<file path="config.mk">
export PLATFORM = sky130hd
export DESIGN_NAME = modbus_rtu_slave_frame_engine_top_flat
export DESIGN_NICKNAME = d
export VERILOG_FILES = /design/src/hw/rtl/mbrtu_pkg.sv /design/src/hw/rtl/mbrtu_if.sv /design/src/hw/rtl/mbrtu_crc.sv /design/src/hw/rtl/mbrtu_regs.sv /design/src/hw/rtl/modbus_rtu_slave_frame_engine_top.sv /design/src/flat_wrapper.sv
export SDC_FILE = /design/constraint.sdc
export NUM_CORES = 1
export LEC_CHECK = 0
export BUFFER_PORTS_ARGS = -buffer_cell sky130_fd_sc_hd__buf_2
export CORE_MARGIN = 1.5
export CORE_UTILIZATION = 62
export CTS_BUF_LIST = sky130_fd_sc_hd__clkbuf_16
export CTS_CLUSTER_DIAMETER = 150
export DETAILED_ROUTE_END_ITERATION = 10
export PLACE_DENSITY_LB_ADDON = 0.1
export REMOVE_ABC_BUFFERS = 1
export SYNTH_ARGS = -nofsm -noshare
export SYNTH_HDL_FRONTEND = slang
export SYNTH_SLANG_ARGS = --single-unit
</file>
<file path="constraint.sdc">
create_clock -name clk -period 5 [get_ports clk]
set_clock_uncertainty 0.15 [all_clocks]
set_input_delay 0.25 -clock clk [delete_from_list [all_inputs] [get_ports clk]]
set_output_delay 0.25 -clock clk [all_outputs]
set_load 0.02 [all_outputs]
</file>
<file path="src/hw/rtl/mbrtu_pkg.sv">
// Shared types, codes and constants of the Modbus RTU slave frame engine.
package mbrtu_pkg;

	localparam int DEFAULT_NUM_REGS   = 16;
	localparam int FRAME_BYTES        = 8;
	localparam int REPLY_FIXED        = 5;
	localparam int RX_COUNT_W         = 8;

	localparam logic [7:0]  DEFAULT_SLAVE_ADDR = 8'd1;
	localparam logic [15:0] CRC_INIT           = 16'hFFFF;
	localparam logic [15:0] CRC_POLY           = 16'hA001;
	localparam logic [7:0]  EXC_FLAG           = 8'h80;
	localparam logic [7:0]  RX_COUNT_MAX       = 8'd255;

	// request codes
	localparam logic [1:0] REQ_BYTE    = 2'd0;
	localparam logic [1:0] REQ_SILENCE = 2'd1;
	localparam logic [1:0] REQ_WRITE   = 2'd2;
	localparam logic [1:0] REQ_READ    = 2'd3;

	// function codes
	localparam logic [7:0] FUNC_READ_HOLDING = 8'd3;
	localparam logic [7:0] FUNC_WRITE_SINGLE = 8'd6;
	localparam logic [7:0] FUNC_DIAG         = 8'd8;

	// exception codes
	localparam logic [7:0] EXC_ILLEGAL_FUNC = 8'd1;
	localparam logic [7:0] EXC_ILLEGAL_ADDR = 8'd2;
	localparam logic [7:0] EXC_ILLEGAL_DATA = 8'd3;

	// diagnostic selectors
	localparam logic [7:0] DIAG_LISTEN_ONLY = 8'd4;
	localparam logic [7:0] DIAG_BUS_COUNT   = 8'd11;
	localparam logic [7:0] DIAG_EXC_COUNT   = 8'd13;
	localparam logic [7:0] DIAG_SRV_COUNT   = 8'd14;

	// result kinds
	localparam logic RES_REPLY = 1'b0;
	localparam logic RES_LOCAL = 1'b1;

	typedef enum logic [2:0] {
		S_IDLE,
		S_EVAL,
		S_BYTE,
		S_CRC,
		S_FETCH,
		S_LREAD
	} state_t;

	typedef enum logic [1:0] {
		RK_READ,
		RK_ECHO,
		RK_EXC,
		RK_DIAG
	} reply_kind_t;

	typedef struct packed {
		logic       init;
		logic       load;
		logic       shift;
		logic [7:0] data;
	} crc_ctl_t;

endpackage

</file>
<file path="src/hw/rtl/mbrtu_if.sv">
// Handshake interfaces of the request, result and configuration channels.
interface mbrtu_req_if;
	logic        valid;
	logic        ready;
	logic [1:0]  req_type;
	logic [7:0]  rx_byte;
	logic [3:0]  reg_index;
	logic [15:0] reg_value;
	modport source (output valid, req_type, rx_byte, reg_index, reg_value, input ready);
	modport sink   (input valid, req_type, rx_byte, reg_index, reg_value, output ready);
endinterface

interface mbrtu_rsp_if;
	logic        valid;
	logic        ready;
	logic        result_kind;
	logic [7:0]  tx_byte;
	logic        last;
	logic [15:0] read_value;
	modport source (output valid, result_kind, tx_byte, last, read_value, input ready);
	modport sink   (input valid, result_kind, tx_byte, last, read_value, output ready);
endinterface

interface mbrtu_cfg_if;
	logic       valid;
	logic       ready;
	logic [7:0] data;
	modport source (output valid, data, input ready);
	modport sink   (input valid, data, output ready);
endinterface

</file>
<file path="src/hw/rtl/mbrtu_crc.sv">
// Bit-serial CRC-16 unit, one polynomial step per cycle while shift is asserted.
module mbrtu_crc (
	input  logic                clk,
	input  logic                arst_n,
	input  mbrtu_pkg::crc_ctl_t ctl,
	output logic [15:0]         crc
);
	import mbrtu_pkg::*;

	logic [15:0] crc_q;

	always_ff @(posedge clk or negedge arst_n) begin
		if (!arst_n) begin
			crc_q <= CRC_INIT;
		end else if (ctl.init) begin
			crc_q <= CRC_INIT;
		end else if (ctl.load) begin
			crc_q <= crc_q ^ {8'd0, ctl.data};
		end else if (ctl.shift) begin
			crc_q <= crc_q[0] ? ((crc_q >> 1) ^ CRC_POLY) : (crc_q >> 1);
		end
	end

	assign crc = crc_q;
endmodule

</file>
<file path="src/hw/rtl/mbrtu_regs.sv">
// Holding register memory with per-entry valid bits and a registered read port.
module mbrtu_regs #(
	parameter int NUM_REGS = mbrtu_pkg::DEFAULT_NUM_REGS,
	parameter int RW       = (NUM_REGS > 1) ? $clog2(NUM_REGS) : 1
) (
	input  logic          clk,
	input  logic          arst_n,
	input  logic          we,
	input  logic [RW-1:0] waddr,
	input  logic [15:0]   wdata,
	input  logic          re,
	input  logic [RW-1:0] raddr,
	output logic [15:0]   rdata
);
	import mbrtu_pkg::*;

	logic [15:0]         mem [NUM_REGS];
	logic [NUM_REGS-1:0] vld_q;
	logic [15:0]         rd_q;
	logic                rvld_q;
	logic                rin;

	assign rin = 32'(raddr) < NUM_REGS;

	always_ff @(posedge clk) begin
		if (we) begin
			mem[waddr] <= wdata;
		end
		if (re && rin) begin
			rd_q <= mem[raddr];
		end
	end

	always_ff @(posedge clk or negedge arst_n) begin
		if (!arst_n) begin
			vld_q  <= '0;
			rvld_q <= 1'b0;
		end else begin
			if (we) begin
				vld_q[waddr] <= 1'b1;
			end
			if (re) begin
				rvld_q <= rin && vld_q[raddr];
			end
		end
	end

	// entries never written read as zero
	assign rdata = rvld_q ? rd_q : 16'd0;
endmodule

</file>
<file path="src/hw/rtl/modbus_rtu_slave_frame_engine_top.sv">
// Top level of the Modbus RTU slave frame engine: frame capture, service and reply sequencer.
//
//  channel | dir | handshake   | payload
//  --------+-----+-------------+------------------------------------------
//  req     | in  | valid/ready | req_type, rx_byte, reg_index, reg_value
//  rsp     | out | valid/ready | result_kind, tx_byte, last, read_value
//  cfg     | in  | valid/ready | data (slave address, always ready)
//
//  A received byte or a local write is taken in idle; a local read goes through S_LREAD and
//  waits for the output register. A frame end is decided in S_EVAL, then each reply byte is
//  loaded in S_BYTE, data bytes also run the bit-serial CRC steps in S_CRC, and each register
//  adds one S_FETCH state. The reply rate is set by the single CRC shift unit.
//  Reset clears counters, buffer, listen-only, valid bits of the holding registers; address is 1.
//  The output register stalls the sequencer only when a byte waits for rsp.ready.
module modbus_rtu_slave_frame_engine_top #(
	parameter int NUM_REGS = mbrtu_pkg::DEFAULT_NUM_REGS
) (
	input  logic         clk,
	input  logic         arst_n,
	mbrtu_req_if.sink    req,
	mbrtu_rsp_if.source  rsp,
	mbrtu_cfg_if.sink    cfg
);
	import mbrtu_pkg::*;

	localparam int RW     = (NUM_REGS > 1) ? $clog2(NUM_REGS) : 1;
	localparam int MAXLEN = REPLY_FIXED + 2 * NUM_REGS;
	localparam int LW     = $clog2(MAXLEN + 1);

	state_t state_q, state_d;

	logic [7:0]  slave_addr_q;
	logic [7:0]  rxb_q [FRAME_BYTES];
	logic [RX_COUNT_W-1:0] rx_count_q;
	logic [15:0] bus_cnt_q, srv_cnt_q, exc_cnt_q;
	logic        listen_q;

	// reply context
	reply_kind_t kind_q;
	logic [7:0]  b1_q, b2_q, b3_q, b4_q, b5_q;
	logic [LW-1:0] pos_q, crc_pos_q, last_pos_q;
	logic [RW-1:0] ptr_q;
	logic [2:0]  bit_q;
	logic        lr_ok_q;

	// result register
	logic        rsp_valid_q;
	logic        rsp_kind_q;
	logic [7:0]  rsp_byte_q;
	logic        rsp_last_q;
	logic [15:0] rsp_value_q;

	logic        req_fire, rsp_free;
	logic [15:0] fa, fb;
	logic [7:0]  fcode;
	logic        a_ok, idx_ok;
	logic [15:0] crc;
	logic [15:0] rd_word;
	crc_ctl_t    crc_ctl;

	// evaluation results
	logic        ev_reply, ev_exc, ev_write, ev_listen;
	reply_kind_t ev_kind;
	logic [7:0]  ev_b1, ev_b2, ev_b3, ev_b4, ev_b5;
	logic [LW-1:0] ev_len;

	// sequencer outputs
	logic [7:0]  cur_byte;
	logic        is_data, is_last, byte_load, crc_done, fetch_next;
	logic [LW-1:0] pos_inc;
	logic        mem_we, mem_re;
	logic [RW-1:0] mem_waddr, mem_raddr;
	logic [15:0] mem_wdata;

	assign req_fire  = req.valid && req.ready;
	assign req.ready = (state_q == S_IDLE);
	assign cfg.ready = 1'b1;
	assign rsp_free  = !rsp_valid_q || rsp.ready;

	assign fcode  = rxb_q[1];
	assign fa     = {rxb_q[2], rxb_q[3]};
	assign fb     = {rxb_q[4], rxb_q[5]};
	assign a_ok   = fa < 16'(NUM_REGS);
	assign idx_ok = 32'(req.reg_index) < NUM_REGS;

	mbrtu_crc u_crc (
		.clk    (clk),
		.arst_n (arst_n),
		.ctl    (crc_ctl),
		.crc    (crc)
	);

	mbrtu_regs #(
		.NUM_REGS (NUM_REGS),
		.RW       (RW)
	) u_regs (
		.clk    (clk),
		.arst_n (arst_n),
		.we     (mem_we),
		.waddr  (mem_waddr),
		.wdata  (mem_wdata),
		.re     (mem_re),
		.raddr  (mem_raddr),
		.rdata  (rd_word)
	);

	// Decide the reply from the captured frame.
	always_comb begin
		ev_reply  = 1'b1;
		ev_exc    = 1'b0;
		ev_write  = 1'b0;
		ev_listen = 1'b0;
		ev_kind   = RK_EXC;
		ev_b1     = fcode | EXC_FLAG;
		ev_b2     = EXC_ILLEGAL_FUNC;
		ev_b3     = rxb_q[3];
		ev_b4     = rxb_q[4];
		ev_b5     = rxb_q[5];
		ev_len    = LW'(REPLY_FIXED);
		case (fcode)
			FUNC_READ_HOLDING: begin
				if (!a_ok) begin
					ev_exc = 1'b1;
					ev_b2  = EXC_ILLEGAL_ADDR;
				end else if (({1'b0, fa} + {1'b0, fb}) > 17'(NUM_REGS)) begin
					ev_exc = 1'b1;
					ev_b2  = EXC_ILLEGAL_DATA;
				end else begin
					ev_kind = RK_READ;
					ev_b1   = fcode;
					ev_b2   = {fb[6:0], 1'b0};
					ev_len  = LW'(17'(REPLY_FIXED) + {fb, 1'b0});
				end
			end
			FUNC_WRITE_SINGLE: begin
				if (!a_ok) begin
					ev_exc = 1'b1;
					ev_b2  = EXC_ILLEGAL_ADDR;
				end else begin
					ev_write = 1'b1;
					ev_kind  = RK_ECHO;
					ev_b1    = fcode;
					ev_b2    = rxb_q[2];
					ev_len   = LW'(FRAME_BYTES);
				end
			end
			FUNC_DIAG: begin
				ev_kind = RK_DIAG;
				ev_b1   = fcode;
				ev_b2   = rxb_q[2];
				ev_len  = LW'(7);
				case (rxb_q[2])
					DIAG_LISTEN_ONLY: begin
						ev_listen = 1'b1;
						ev_reply  = 1'b0;
					end
					DIAG_BUS_COUNT: begin
						ev_b3 = bus_cnt_q[7:0];
						ev_b4 = bus_cnt_q[15:8];
					end
					DIAG_EXC_COUNT: begin
						ev_b3 = exc_cnt_q[7:0];
						ev_b4 = exc_cnt_q[15:8];
					end
					DIAG_SRV_COUNT: begin
						ev_b3 = srv_cnt_q[7:0];
						ev_b4 = srv_cnt_q[15:8];
					end
					default: ev_reply = 1'b0;
				endcase
			end
			default: ev_exc = 1'b1;
		endcase
	end

	// Select the reply byte at the current position.
	always_comb begin
		is_data = pos_q < crc_pos_q;
		is_last = pos_q == last_pos_q;
		case (pos_q)
			LW'(0):  cur_byte = slave_addr_q;
			LW'(1):  cur_byte = b1_q;
			LW'(2):  cur_byte = b2_q;
			LW'(3):  cur_byte = b3_q;
			LW'(4):  cur_byte = b4_q;
			LW'(5):  cur_byte = b5_q;
			default: cur_byte = rxb_q[5];
		endcase
		if (kind_q == RK_READ && pos_q >= LW'(3)) begin
			cur_byte = pos_q[0] ? rd_word[15:8] : rd_word[7:0];
		end
		if (!is_data) begin
			cur_byte = is_last ? crc[15:8] : crc[7:0];
		end
	end

	assign pos_inc    = pos_q + LW'(1);
	// hold the next register word ready before its high byte
	assign fetch_next = (kind_q == RK_READ) && pos_inc[0] && (pos_inc >= LW'(3))
		&& (pos_inc < crc_pos_q);
	assign crc_done   = (bit_q == 3'd7);

	// next state
	always_comb begin
		state_d = state_q;
		case (state_q)
			S_IDLE: begin
				if (req_fire) begin
					case (req.req_type)
						REQ_SILENCE: if (rxb_q[0] == slave_addr_q) state_d = S_EVAL;
						REQ_READ:    state_d = S_LREAD;
						default:     state_d = S_IDLE;
					endcase
				end
			end
			S_EVAL: state_d = (ev_reply && !listen_q) ? S_BYTE : S_IDLE;
			S_BYTE: begin
				if (rsp_free) begin
					if (is_data)      state_d = S_CRC;
					else if (is_last) state_d = S_IDLE;
				end
			end
			S_CRC:   if (crc_done) state_d = fetch_next ? S_FETCH : S_BYTE;
			S_FETCH: state_d = S_BYTE;
			S_LREAD: if (rsp_free) state_d = S_IDLE;
			default: state_d = S_IDLE;
		endcase
	end

	// sequencer outputs
	always_comb begin
		crc_ctl   = '0;
		byte_load = 1'b0;
		mem_we    = 1'b0;
		mem_waddr = RW'(req.reg_index);
		mem_wdata = req.reg_value;
		mem_re    = 1'b0;
		mem_raddr = RW'(req.reg_index);
		crc_ctl.data = cur_byte;
		case (state_q)
			S_IDLE: begin
				mem_we = req_fire && (req.req_type == REQ_WRITE) && idx_ok;
				mem_re = req_fire && (req.req_type == REQ_READ);
			end
			S_EVAL: begin
				mem_we       = ev_write;
				mem_waddr    = RW'(fa);
				mem_wdata    = fb;
				crc_ctl.init = 1'b1;
			end
			S_BYTE: begin
				byte_load    = rsp_free;
				crc_ctl.load = rsp_free && is_data;
			end
			S_CRC:   crc_ctl.shift = 1'b1;
			S_FETCH: begin
				mem_re    = 1'b1;
				mem_raddr = ptr_q;
			end
			default: ;
		endcase
	end

	always_ff @(posedge clk or negedge arst_n) begin
		if (!arst_n) begin
			state_q      <= S_IDLE;
			slave_addr_q <= DEFAULT_SLAVE_ADDR;
			rx_count_q   <= '0;
			for (int i = 0; i < FRAME_BYTES; i++) rxb_q[i] <= 8'd0;
			bus_cnt_q    <= '0;
			srv_cnt_q    <= '0;
			exc_cnt_q    <= '0;
			listen_q     <= 1'b0;
			rsp_valid_q  <= 1'b0;
			pos_q        <= '0;
			bit_q        <= '0;
		end else begin
			state_q <= state_d;
			if (cfg.valid) begin
				slave_addr_q <= cfg.data;
			end
			if (req_fire) begin
				case (req.req_type)
					REQ_BYTE: begin
						// store up to a frame's worth, saturate the count
						if (rx_count_q < RX_COUNT_W'(FRAME_BYTES)) begin
							rxb_q[rx_count_q[2:0]] <= req.rx_byte;
						end
						if (rx_count_q != RX_COUNT_MAX) rx_count_q <= rx_count_q + 1'b1;
					end
					REQ_SILENCE: begin
						rx_count_q <= '0;
						if (rxb_q[0] == slave_addr_q) begin
							srv_cnt_q <= srv_cnt_q + 1'b1;
						end else begin
							bus_cnt_q <= bus_cnt_q + 1'b1;
						end
					end
					default: ;
				endcase
			end
			if (state_q == S_EVAL) begin
				// bus count of an own frame advances when it is evaluated; a diagnostic reply shows the old count
				bus_cnt_q <= bus_cnt_q + 1'b1;
				if (ev_exc)    exc_cnt_q <= exc_cnt_q + 1'b1;
				if (ev_listen) listen_q  <= 1'b1;
				pos_q <= '0;
			end
			if (state_q == S_BYTE && rsp_free && !is_data && !is_last) begin
				pos_q <= pos_inc;
			end
			if (state_q == S_BYTE && rsp_free && is_data) begin
				bit_q <= '0;
			end
			if (state_q == S_CRC) begin
				bit_q <= bit_q + 1'b1;
				if (crc_done) pos_q <= pos_inc;
			end
			if (byte_load || (state_q == S_LREAD && rsp_free)) begin
				rsp_valid_q <= 1'b1;
			end else if (rsp.ready) begin
				rsp_valid_q <= 1'b0;
			end
		end
	end

	// payload registers, no reset
	always_ff @(posedge clk) begin
		if (req_fire && req.req_type == REQ_READ) begin
			lr_ok_q <= idx_ok;
		end
		if (state_q == S_EVAL) begin
			kind_q     <= ev_kind;
			b1_q       <= ev_b1;
			b2_q       <= ev_b2;
			b3_q       <= ev_b3;
			b4_q       <= ev_b4;
			b5_q       <= ev_b5;
			crc_pos_q  <= ev_len - LW'(2);
			last_pos_q <= ev_len - LW'(1);
			ptr_q      <= RW'(fa);
		end
		if (state_q == S_FETCH) begin
			ptr_q <= ptr_q + 1'b1;
		end
		if (byte_load) begin
			rsp_kind_q  <= RES_REPLY;
			rsp_byte_q  <= cur_byte;
			rsp_last_q  <= is_last;
			rsp_value_q <= 16'd0;
		end else if (state_q == S_LREAD && rsp_free) begin
			rsp_kind_q  <= RES_LOCAL;
			rsp_byte_q  <= 8'd0;
			rsp_last_q  <= 1'b0;
			rsp_value_q <= lr_ok_q ? rd_word : 16'd0;
		end
	end

	assign rsp.valid       = rsp_valid_q;
	assign rsp.result_kind = rsp_kind_q;
	assign rsp.tx_byte     = rsp_byte_q;
	assign rsp.last        = rsp_last_q;
	assign rsp.read_value  = rsp_value_q;
endmodule

</file>
<file path="src/flat_wrapper.sv">
// flat-port wrapper written by rule: the top's interface ports become plain ports
module modbus_rtu_slave_frame_engine_top_flat import mbrtu_pkg::*;
#(
	parameter int NUM_REGS = mbrtu_pkg::DEFAULT_NUM_REGS
)
  (clk, arst_n, req_valid, req_req_type, req_rx_byte, req_reg_index, req_reg_value, req_ready, rsp_valid, rsp_result_kind, rsp_tx_byte, rsp_last, rsp_read_value, rsp_ready, cfg_valid, cfg_data, cfg_ready);
  mbrtu_req_if req_i ();
  mbrtu_rsp_if rsp_i ();
  mbrtu_cfg_if cfg_i ();
  input  logic clk;
  input  logic arst_n;
  input wire logic [$bits(req_i.valid)-1:0] req_valid;
  input wire logic [$bits(req_i.req_type)-1:0] req_req_type;
  input wire logic [$bits(req_i.rx_byte)-1:0] req_rx_byte;
  input wire logic [$bits(req_i.reg_index)-1:0] req_reg_index;
  input wire logic [$bits(req_i.reg_value)-1:0] req_reg_value;
  output wire logic [$bits(req_i.ready)-1:0] req_ready;
  output wire logic [$bits(rsp_i.valid)-1:0] rsp_valid;
  output wire logic [$bits(rsp_i.result_kind)-1:0] rsp_result_kind;
  output wire logic [$bits(rsp_i.tx_byte)-1:0] rsp_tx_byte;
  output wire logic [$bits(rsp_i.last)-1:0] rsp_last;
  output wire logic [$bits(rsp_i.read_value)-1:0] rsp_read_value;
  input wire logic [$bits(rsp_i.ready)-1:0] rsp_ready;
  input wire logic [$bits(cfg_i.valid)-1:0] cfg_valid;
  input wire logic [$bits(cfg_i.data)-1:0] cfg_data;
  output wire logic [$bits(cfg_i.ready)-1:0] cfg_ready;
  assign req_i.valid = req_valid;
  assign req_i.req_type = req_req_type;
  assign req_i.rx_byte = req_rx_byte;
  assign req_i.reg_index = req_reg_index;
  assign req_i.reg_value = req_reg_value;
  assign req_ready = req_i.ready;
  assign rsp_valid = rsp_i.valid;
  assign rsp_result_kind = rsp_i.result_kind;
  assign rsp_tx_byte = rsp_i.tx_byte;
  assign rsp_last = rsp_i.last;
  assign rsp_read_value = rsp_i.read_value;
  assign rsp_i.ready = rsp_ready;
  assign cfg_i.valid = cfg_valid;
  assign cfg_i.data = cfg_data;
  assign cfg_ready = cfg_i.ready;
  modbus_rtu_slave_frame_engine_top #(.NUM_REGS(NUM_REGS)) u_core (.clk(clk), .arst_n(arst_n), .req(req_i), .rsp(rsp_i), .cfg(cfg_i));
endmodule
</file>
== After elaboration in Yosys (flattened, before gate mapping) ==
Memories as Yosys holds them, arrays and structs flattened. A register that Yosys moved wholly into a read port is not among the register bits.
Index checks and enable logic that the tools add are counted.

* Bits in registers: 259
* Bits in writable memories: 256
* Bits of input ports: 43
* Output and inout bits: 29
* Memories: 1

{| class="wikitable"
|+ Memories
! memory !! depth !! bits a word !! read ports !! clocked after Yosys merged registers in !! wr ports !! line !! source
|-
| u_core.u_regs.mem || 16 || 16 || 1 || 1 || 1 || mbrtu_regs.sv:17 || <nowiki>logic [15:0] mem [NUM_REGS];</nowiki>
|}

* $add $sub $neg: 11
* $lt $le $gt $ge: 12
* Equal/unequal tests: 32
* Mux-type cells: 89
* Bitwise gates (word level): 4
* Reductions and logical operators: 42

{| class="wikitable"
|+ Operators with widths
! cell !! number
|-
| 2-to-1 mux 16 bit || 10
|-
| 2-to-1 mux 8 bit || 16
|-
| case mux 8 bit (3 select lines) || 4
|-
| bitwise mux 64 bit || 1
|-
| adder 16 x 1 -> 16 bit, second input constant || 3
|-
| case mux 8 bit (6 select lines) || 1
|-
| 2-to-1 mux 6 bit || 6
|-
| equality test 8 x 4 -> 1 bit, second input constant || 4
|-
| 2-to-1 mux 3 bit || 10
|-
| demux 8 bit (select 3 bit) || 1
|-
| 2-to-1 mux 1 bit || 21
|-
| 2-to-1 mux 4 bit || 5
|-
| case mux 3 bit (6 select lines) || 1
|-
| case mux 6 bit (3 select lines) || 1
|-
| adder 16 x 16 -> 17 bit || 1
|-
| greater-than comparator 17 x 5 -> 1 bit, second input constant || 1
|-
| equality test 8 x 3 -> 1 bit, second input constant || 2
|-
| logical AND 1 bit || 16
|-
| < comparator 16 x 5 -> 1 bit, second input constant || 1
|-
| OR 16 bit || 1
|-
| case mux 8 bit (2 select lines) || 1
|-
| XOR 16 x 8 -> 16 bit || 1
|-
| nonzero test 2 bit || 7
|-
| equality test 6 x 2 -> 1 bit, second input constant || 2
|-
| other kinds (48) || 73
|}

== Longest topological paths before layout ==
Gate-level depths: netlist of the first run.

* Depth after elaboration: 8
* Gate-level depth with buffers: 16
* Gate-level depth less buffers: 15

== Modules after synthesis ==
Synthesis of the first run repeated with hierarchy kept, for this count alone.

* Cells, all modules: 1649
* Area, all modules: 23328.6 um2

{| class="wikitable"
|+ Modules (own cells, without submodules)
! module !! times used !! cells each !! area each (um2)
|-
| modbus_rtu_slave_frame_engine_top || 1 || 1116 || 11472.3
|-
| mbrtu_regs || 1 || 453 || 10975.5
|-
| mbrtu_crc || 1 || 80 || 880.8
|}

== Worst setup path after synthesis of the first run ==
No wires, ideal clock.

* Kind: reg-to-reg
* From: reg u_core.rxb_q (netlist bit u_core.ev_b5[0])
* To: reg u_core.last_pos_q[5], data pin
* Data arrival time: 3793 ps
* Required time: 4589 ps
* Slack: 796 ps
* Stages on the path, launching flop included: 17
* Buffers on the path: 1
* Period minus slack after synthesis: 4204 ps
* Cells stage by stage: dfrtp_1 ha_1 fa_1 a21o_1 a311o_1 a221oi_2 mux2i_1 a2111oi_4 nand4_2 nor3_4 buf_4 a21o_2 ha_1 and2_1 nand3_1 o22ai_1 a21oi_1

* Longest elaborated chain between the ends: 6
* Elaborated cells between the ends (all ways): 7

{| class="wikitable"
|+ Ends and longest elaborated chain
! item !! line !! source
|-
| from (decl) || modbus_rtu_slave_frame_engine_top.sv:33 || <nowiki>logic [7:0] rxb_q [FRAME_BYTES];</nowiki>
|-
| from (signal, indexed assignment) || modbus_rtu_slave_frame_engine_top.sv:287 || <nowiki>rxb_q[rx_count_q[2:0]] <= req.rx_byte;</nowiki>
|-
| adder 16 x 16 -> 17 bit || modbus_rtu_slave_frame_engine_top.sv:125 || <nowiki>end else if (({1'b0, fa} + {1'b0, fb}) > 17'(NUM_REGS)) begin</nowiki>
|-
| greater-than comparator 17 x 5 -> 1 bit || modbus_rtu_slave_frame_engine_top.sv:125 ||
|-
| 2-to-1 mux 6 bit (*) || modbus_rtu_slave_frame_engine_top.sv:125 ||
|-
| 2-to-1 mux 6 bit (*) || modbus_rtu_slave_frame_engine_top.sv:122 || <nowiki>if (!a_ok) begin</nowiki>
|-
| case mux 6 bit (3 select lines) (*) || modbus_rtu_slave_frame_engine_top.sv:120 || <nowiki>case (fcode)</nowiki>
|-
| subtractor 6 x 1 -> 6 bit (*) || modbus_rtu_slave_frame_engine_top.sv:340 || <nowiki>last_pos_q <= ev_len - LW'(1);</nowiki>
|-
| to (signal assigned) || modbus_rtu_slave_frame_engine_top.sv:340 ||
|-
| to (decl) || modbus_rtu_slave_frame_engine_top.sv:41 || <nowiki>logic [LW-1:0] pos_q, crc_pos_q, last_pos_q;</nowiki>
|}

Every way passes the cells marked *; elsewhere a longest branch is shown, timed or not.
A chain may end at the register's enable or synchronous reset.

== Worst setup path after layout of the first run ==
* From: reg u_core.rxb_q (netlist bit u_core.fa[0])
* To: reg u_core.last_pos_q[5], data pin

* Longest elaborated chain between the ends: 6
* Elaborated cells between the ends (all ways): 8

{| class="wikitable"
|+ Ends and longest elaborated chain
! item !! line
|-
| adder 16 x 16 -> 17 bit || modbus_rtu_slave_frame_engine_top.sv:125
|-
| greater-than comparator 17 x 5 -> 1 bit || modbus_rtu_slave_frame_engine_top.sv:125
|-
| 2-to-1 mux 6 bit || modbus_rtu_slave_frame_engine_top.sv:125
|-
| 2-to-1 mux 6 bit || modbus_rtu_slave_frame_engine_top.sv:122
|-
| case mux 6 bit (3 select lines) (*) || modbus_rtu_slave_frame_engine_top.sv:120
|-
| subtractor 6 x 1 -> 6 bit (*) || modbus_rtu_slave_frame_engine_top.sv:340
|}

Marks and branches as above.

==> flow_summary_export.csv, run 1 <==
group,metric,value,unit
layout,instances_no_fill,2662,
worst_hold_path,min_path_cells,4,
global_routing,grt_pass1_wl,92.6,mm
clocking,cts_tree,"yes",
critical_path,path_max_fanout,8,
layout,fillCellCount,2649,
placement,dp_hpwl,39.0,mm
die,initial_utilization,0.628,
yosys,synth_edf_count,339,
critical_path,crit_path_start_kind,"register",
detailed_routing,wire_per_inst,22.8,um
layout,final_area,0.0266,mm2
clocking,cts_resized,0,
worst_hold_path,hp-class,"in2reg",
layout,area_growth,12.9,%
die,rows,71,
yosys,synthArstFlopShare,0.309,
detailed_routing,drt_iter0_drc,1747,
sta,worstMarginPinSlew,1.16,ns
sta,whs,0.0361,ns
yosys,synth_flop_cell,"edfxtp_1",
detailed_routing,via_per_inst,6.29,
worst_hold_path,min_from,"req_req_type[1]",
detailed_routing,drt_wl_total,60.8,mm
die,die_area,0.0393,mm2
critical_path,timing.rr.start,"u_core.fa[0]",
yosys,syn_area,0.0236,mm2
sta,period_needed,4.55,ns
yosys,yosysTopAreaCell,"edfxtp_1",
critical_path,arrival,4.75,ns
critical_path,worstRegToRegCells,15,
status,outcome,"complete, no violations",
worst_hold_path,worstHoldEndpoint,"u_core.rx_count_q[1]",
job,maxCapViolCount,0,
sta,fin_ws,0.447,ns
sta,rsz0062_at_grt,"false",
power_and_ir_drop,power,12.5,mW
placement,dpl_cell_area,0.0247,mm2
clocking,cts_setup_buffers,0,
sta,period_share,0.911,
critical_path,path_class,"reg2reg",
sta,maxSlewViolCount,0,
clocking,cts.sinks,515,
yosys,seq_area_frac_synth,0.615,
detailed_routing,drc,0,
die,die_h,198,um
global_routing,grt_pass1_vias,15800,
critical_path,cp-end-kind,"register",
yosys,yosys-top-cells-area,"edfxtp_1 43%, dfrtp_1 15%, nand2_1 4.8%",
critical_path,critPathRequiredTime,5.20,ns
placement,place_ws,0.480,ns
placement,routabilityCongestion,0.932,
clocking,cts_buffers,53,
yosys,syn_avg_cell_area,11.7,um2
clocking,root_buffer,"clkbuf_16",
global_routing,grt_max_degree,82,
clocking,path_clk_slew,0.06,ns
layout,drive_above_1_share,0.147,
placement,io_buffers,70,
yosys,synth_cells,2015,
sta,max_clock_freq,220,MHz
clocking,cts_buffer_depth,3,
global_routing,grt_util_all_layers,0.314,
yosys,yosys.cell_types.count,81,
die,design.portCount,72,
global_routing,grt_overflow,0,
power_and_ir_drop,leakage,10.3,nW
yosys,synth_warnings,0,
clocking,clkLatencyLatePin,0.61,ns
clocking,h-tree-depth,2,
yosys,ys_top_cells_by_count,"339 x edfxtp_1, 304 x nand2_1, 142 x dfrtp_1",
detailed_routing,firstDrtPassIters,9,
yosys,ys_seq_elements,515,
die,core_area,0.0376,mm2
detailed_routing,ant_nets,0,
sta,finalSetupViolCount,0,
detailed_routing,num_vias,16800,
critical_path,crit_start,"u_core.fa[0]",
critical_path,r2r_slack,0.45,ns
layout,fin_nets,2190,
yosys,synth_top_area_frac,0.431,
global_routing,antenna_found_initial,2,
yosys,synth_most_common_cell,"edfxtp_1",
die,die_w,198,um
placement,placed_cells,2534,
power_and_ir_drop,vdd_drop_max,0.000406,V
critical_path,r2r_end,"u_core.last_pos_q[5]",
sta,finalHoldViolations,0,
power_and_ir_drop,p_per_area,470,mW/mm2
sta,slew_headroom,0.226,
[cell families (layout without fill, tap and decap cells)]
family / after synthesis / after routing / synth area share
xor gates and xnor gates: 79 / 79 / 0.0293
DFF: 515 / 515 / 0.615
buffers and inverters: 153 / 288 / 0.0247
muxes: 85 / 85 / 0.0400
AOI/OAI and AO/OA: 453 / 453 / 0.130
other: 1 / 2 / 0.000159
adders and majority gates: 42 / 42 / 0.0226
and+or+nand+nor: 687 / 687 / 0.138
[cell type report]
cell class              instances  area [um2]  share of cell area
diodes                          1        2.50           0.0000939
clock buffers                  55        1380              0.0516
clock inverters                45         278              0.0104
inverters                      40         150             0.00563
multi-input cells            1347        8620               0.324
flip-flops and latches        515       14500               0.545
well taps                     511         639              0.0240
repair buffers                148        1060              0.0398
[worst max-delay path by stage]
stage	endpoint	slack (ns)	cells after the start
floorplan	u_core.u_regs.rvld_q	-2.71	8
global placement	u_core.last_pos_q[5]	0.60	15
detailed placement	u_core.last_pos_q[5]	0.48	15
CTS	u_core.last_pos_q[5]	0.48	15
global route	u_core.last_pos_q[5]	0.19	15
finish	u_core.last_pos_q[5]	0.45	15
[layout by cell type, fill, tap and decap left out, types with 11 or more instances in the layout]
cell type / Yosys / final
a21oi_1: 118 / 118
nand4_1: 18 / 18
xnor2_1: 39 / 39
and3_1: 20 / 20
o21ai_1: 16 / 16
inv_1: 39 / 55
clkbuf_16: 0 / 55
buf_4: 2 / 47
dlygate4sd3_1: 0 / 27
dfxtp_1: 17 / 17
edfxtp_1: 339 / 339
and2_1: 71 / 71
nor4_1: 18 / 17
a211oi_1: 87 / 87
nor2_2: 0 / 17
ha_1: 41 / 41
nand2_1: 304 / 304
xor2_1: 40 / 40
nor3_1: 22 / 21
nand3_1: 51 / 51
nor2b_1: 11 / 11
o21ai_0: 31 / 31
clkinv_1: 0 / 15
a222oi_1: 12 / 12
mux2_2: 72 / 71
a22oi_1: 22 / 22
nor2_1: 103 / 86
a31oi_1: 59 / 59
dfrtp_1: 142 / 142
dfstp_2: 17 / 17
a311oi_1: 34 / 34
and2_0: 14 / 14
buf_2: 1 / 69
[repair_timing]
action | in CTS | in global routing
hold buffers | 27 | 0
endpoints found under the setup margin | 0 | 0
endpoints found under the hold margin | 121 | 0
[power by group]
group | switching, mW | total [mW] | internal (mW)
clock | 1.64 | 3.74 | 2.10
sequential | 0.531 | 5.90 | 5.37
combinational | 1.83 | 2.88 | 1.05
total | 4.01 | 12.5 | 8.52
[stage by stage]
stage	util	setup TNS, ns
6_report	0.709	0
3_3_place_gp	0.658	0
2_1_floorplan	-	-95.04
3_5_place_dp	0.658	0
5_1_grt	0.709	0
4_1_cts	0.709	0
[metal layers]
layer | wire length, um | global-route usage | share of wire
met1 | 26000 | 0.457 | 0.43
met2 | 27700 | 0.477 | 0.46
met3 | 5080 | 0.0567 | 0.084
met4 | 1950 | 0.110 | 0.032
met5 | 0 | 0 | 0
[flip-flops by register name (all words and copies together) (netlist names), 16 cells and up]
register,count
u_core.bus_cnt_q,16
u_core.u_regs.rd_q,16
u_core.rsp.read_value,16
u_core.u_crc.crc,16
u_core.fa,16
u_core.u_regs.vld_q,16
u_core.exc_cnt_q,16
u_core.u_regs.mem,256
u_core.srv_cnt_q,16
[worst max-delay path, cell delays in order (launching register included)]
cell	delay [ns]
dfrtp_1	0.44
ha_1	0.26
fa_1	0.44
a21o_1	0.22
a311o_1	0.42
a221oi_2	0.33
mux2i_1	0.15
a211oi_2	0.26
nand4_2	0.27
nor3_4	0.41
a21o_2	0.22
ha_1	0.20
and2_1	0.20
nand3_1	0.10
o22ai_1	0.14
a21oi_1	0.08
Power figures use the tool's default switching activity.
==> run 2, diff against run 1 <==
--- a/config.mk
+++ b/config.mk
@@ -7,7 +7,7 @@
 export LEC_CHECK = 0
 export BUFFER_PORTS_ARGS = -buffer_cell sky130_fd_sc_hd__buf_2
 export CORE_MARGIN = 1.5
-export CORE_UTILIZATION = 62
+export CORE_UTILIZATION = 56
 export CTS_BUF_LIST = sky130_fd_sc_hd__clkbuf_16
 export CTS_CLUSTER_DIAMETER = 150
 export DETAILED_ROUTE_END_ITERATION = 10
==> constraint.sdc (replaced) <==
create_clock -name clk -period 3.85 [get_ports clk]
set_clock_uncertainty 0.15 [all_clocks]
set_input_delay 0.1925 -clock clk [delete_from_list [all_inputs] [get_ports clk]]
set_output_delay 0.1925 -clock clk [all_outputs]
set_load 0.02 [all_outputs]
==> run 2 against run 1 <==
The flow now finishes with violations (setup timing). Via count is essentially flat. Sequential share of layout area shrank 1.8 points. Setup slack lost 0.53 ns. First-iteration DRC count shrank 10%. Worst hold slack gained 0.010 ns. Flip-flop and latch count is the same. Critical path depth grew 1. Largest power group unchanged. Clock power grew 29%. Critical path type unchanged. Cell area grew 3.4%. Die area grew 11%. Utilization shrank 4.9 points. Combinational power grew 48%.
==> flow_summary_export.csv, run 2 (synthesized netlist as in run 1, its figures left out) <==
group,metric,value,unit
sta,slew_headroom,0.208,
layout,fin_nets,2272,
placement,io_buffers,70,
clocking,clkLatencyLatePin,0.61,ns
die,die_h,208,um
layout,top_register,"u_core.u_regs.mem",
layout,area_growth,16.7,%
layout,layout_common_cells,"339 x edfxtp_1, 303 x nand2_1, 142 x dfrtp_1",
layout,largest_register_ff_count,256,
critical_path,cp_slowest_stage_delay,0.41,ns
detailed_routing,via_per_inst,6.05,
detailed_routing,drc,0,
global_routing,antenna_found_initial,2,
sta,whs,0.0463,ns
detailed_routing,wire_per_inst,22.0,um
critical_path,path_cells,"ha_2, fa_2, a21o_1, a311o_1, a221oi_4, buf_4, mux2i_4, a2111oi_4, nand4_2, nor3_4, a21o_2, ha_4, and2_4, nand3_4, o22ai_2, a21oi_2",
die,design.portCount,72,
clocking,cts_tree,"yes",
clocking,cts_buffers,54,
critical_path,path_max_fanout,4,
sta,max_clock_freq,254,MHz
die,initial_utilization,0.565,
critical_path,cp-end-kind,"register",
critical_path,crit_path_start_kind,"register",
detailed_routing,drt_iter0_drc,1570,
die,die_area,0.0434,mm2
critical_path,arrival,4.14,ns
detailed_routing,drt_wl_total,60.7,mm
placement,routabilityCongestion,0.925,
placement,dp_hpwl,41.3,mm
layout,mostFrequentLayoutCell,"edfxtp_1",
sta,finalSetupViolCount,3,
clocking,h-tree-depth,2,
sta,maxSlewViolCount,0,
detailed_routing,ant_nets,0,
placement,place_ws,-0.219,ns
sta,period_needed,3.93,ns
die,rows,75,
global_routing,grt_overflow,0,
layout,drive_above_1_share,0.187,
global_routing,grt_pass1_wl,93.9,mm
clocking,root_buffer,"clkbuf_16",
critical_path,r2r_slack,-0.08,ns
worst_hold_path,hp-class,"in2async",
global_routing,grt_util_all_layers,0.283,
power_and_ir_drop,vdd_drop_max,0.000395,V
status,outcome,"finished with violations",
detailed_routing,num_vias,16700,
clocking,cts_buffer_depth,3,
sta,finalHoldViolations,0,
die,core_area,0.0418,mm2
layout,fillCellCount,3159,
critical_path,path_class,"reg2reg",
sta,period_share,1.02,
job,maxCapViolCount,0,
global_routing,grt_pass1_vias,16100,
global_routing,grt_max_degree,93,
clocking,cts.sinks,515,
critical_path,critPathRequiredTime,4.06,ns
sta,worstMarginPinSlew,1.18,ns
sta,rsz0062_at_grt,"true",
clocking,path_clk_slew,0.06,ns
die,die_w,208,um
power_and_ir_drop,leakage,10.8,nW
power_and_ir_drop,p_per_area,603,mW/mm2
sta,fin_ws,-0.0816,ns
detailed_routing,firstDrtPassIters,6,
critical_path,worst_path_max_delay_cell,"a311o_1",
status,violations,"setup timing",
-- run 2: stage by stage --
stage | util | TNS, ns | instances | power (mW) | cell area, um2
detailed placement | 0.609 | -0.630 | 2630 | 11.7 | 25400
global placement | 0.609 | -0.295 | 2630 | 11.6 | 25400
global route | 0.660 | -13.11 | 2767 | 17.4 | 27600
finish | 0.660 | -0.119 | 2767 | 16.6 | 27600
CTS | 0.656 | 0 | 2759 | 16.6 | 27400
floorplan | - | -524.95 | 1902 | 10.1 | 23200
-- run 2: area by class of cell --
| class | count | area (um2) | area share |
|---|---|---|---|
| clock inverter | 42 | 278 | 0.0101 |
| antenna | 1 | 2.50 | 0.0000908 |
| tap | 539 | 674 | 0.0245 |
| timing repair buffer | 229 | 1840 | 0.0669 |
| clock buffer | 54 | 1350 | 0.0490 |
| multi-input combinational | 1347 | 8740 | 0.317 |
| inverter | 40 | 150 | 0.00545 |
| sequential | 515 | 14500 | 0.527 |
-- run 2: worst paths after layout --
path	startpoint	cells after the start	endpoint
max	u_core.fa[0]	16	u_core.last_pos_q[5]
min	arst_n	2	u_core.pos_q[0]
max reg2reg	u_core.fa[0]	16	u_core.last_pos_q[5]
min reg2reg	u_core.rsp.read_value[4]	2	u_core.rsp.read_value[4]
max in group asynchronous	arst_n	3	u_core.bus_cnt_q[11]
min in group clk	req_valid	5	u_core.rx_count_q[1]
-- run 2: what timing repair did --
item,CTS,global route
resized for setup,5,27
endpoints found under the hold margin,127,0
hold buffers,28,0
pin swaps,9,10
endpoints found under the setup margin,6,144
buffers inserted,5,8
-- run 2: worst max-delay path, delay by kind of cell (launching register included) --
kind	cells	cell delay, ns
muxes	1	0.07
adders and majority gates	3	0.69
AOI/OAI and AO/OA	7	1.51
buffers and inverters	1	0.16
DFF	1	0.38
and+or+nand+nor	4	0.73
-- run 2: report_power, final --
part | switching (mW) | leakage, nW | internal, mW
clock | 2.11 | 0.871 | 2.73
combinational | 2.63 | 4.64 | 1.61
sequential | 0.543 | 5.30 | 6.98
total | 5.29 | 10.8 | 11.3
-- run 2: metal layers --
metal	up-vias	global-route usage	wire (um)
li1	7804	-	-
met1	8242	0.407	26600
met2	588	0.431	27600
met3	111	0.0604	4740
met4	2	0.0891	1780
met5	-	0	16
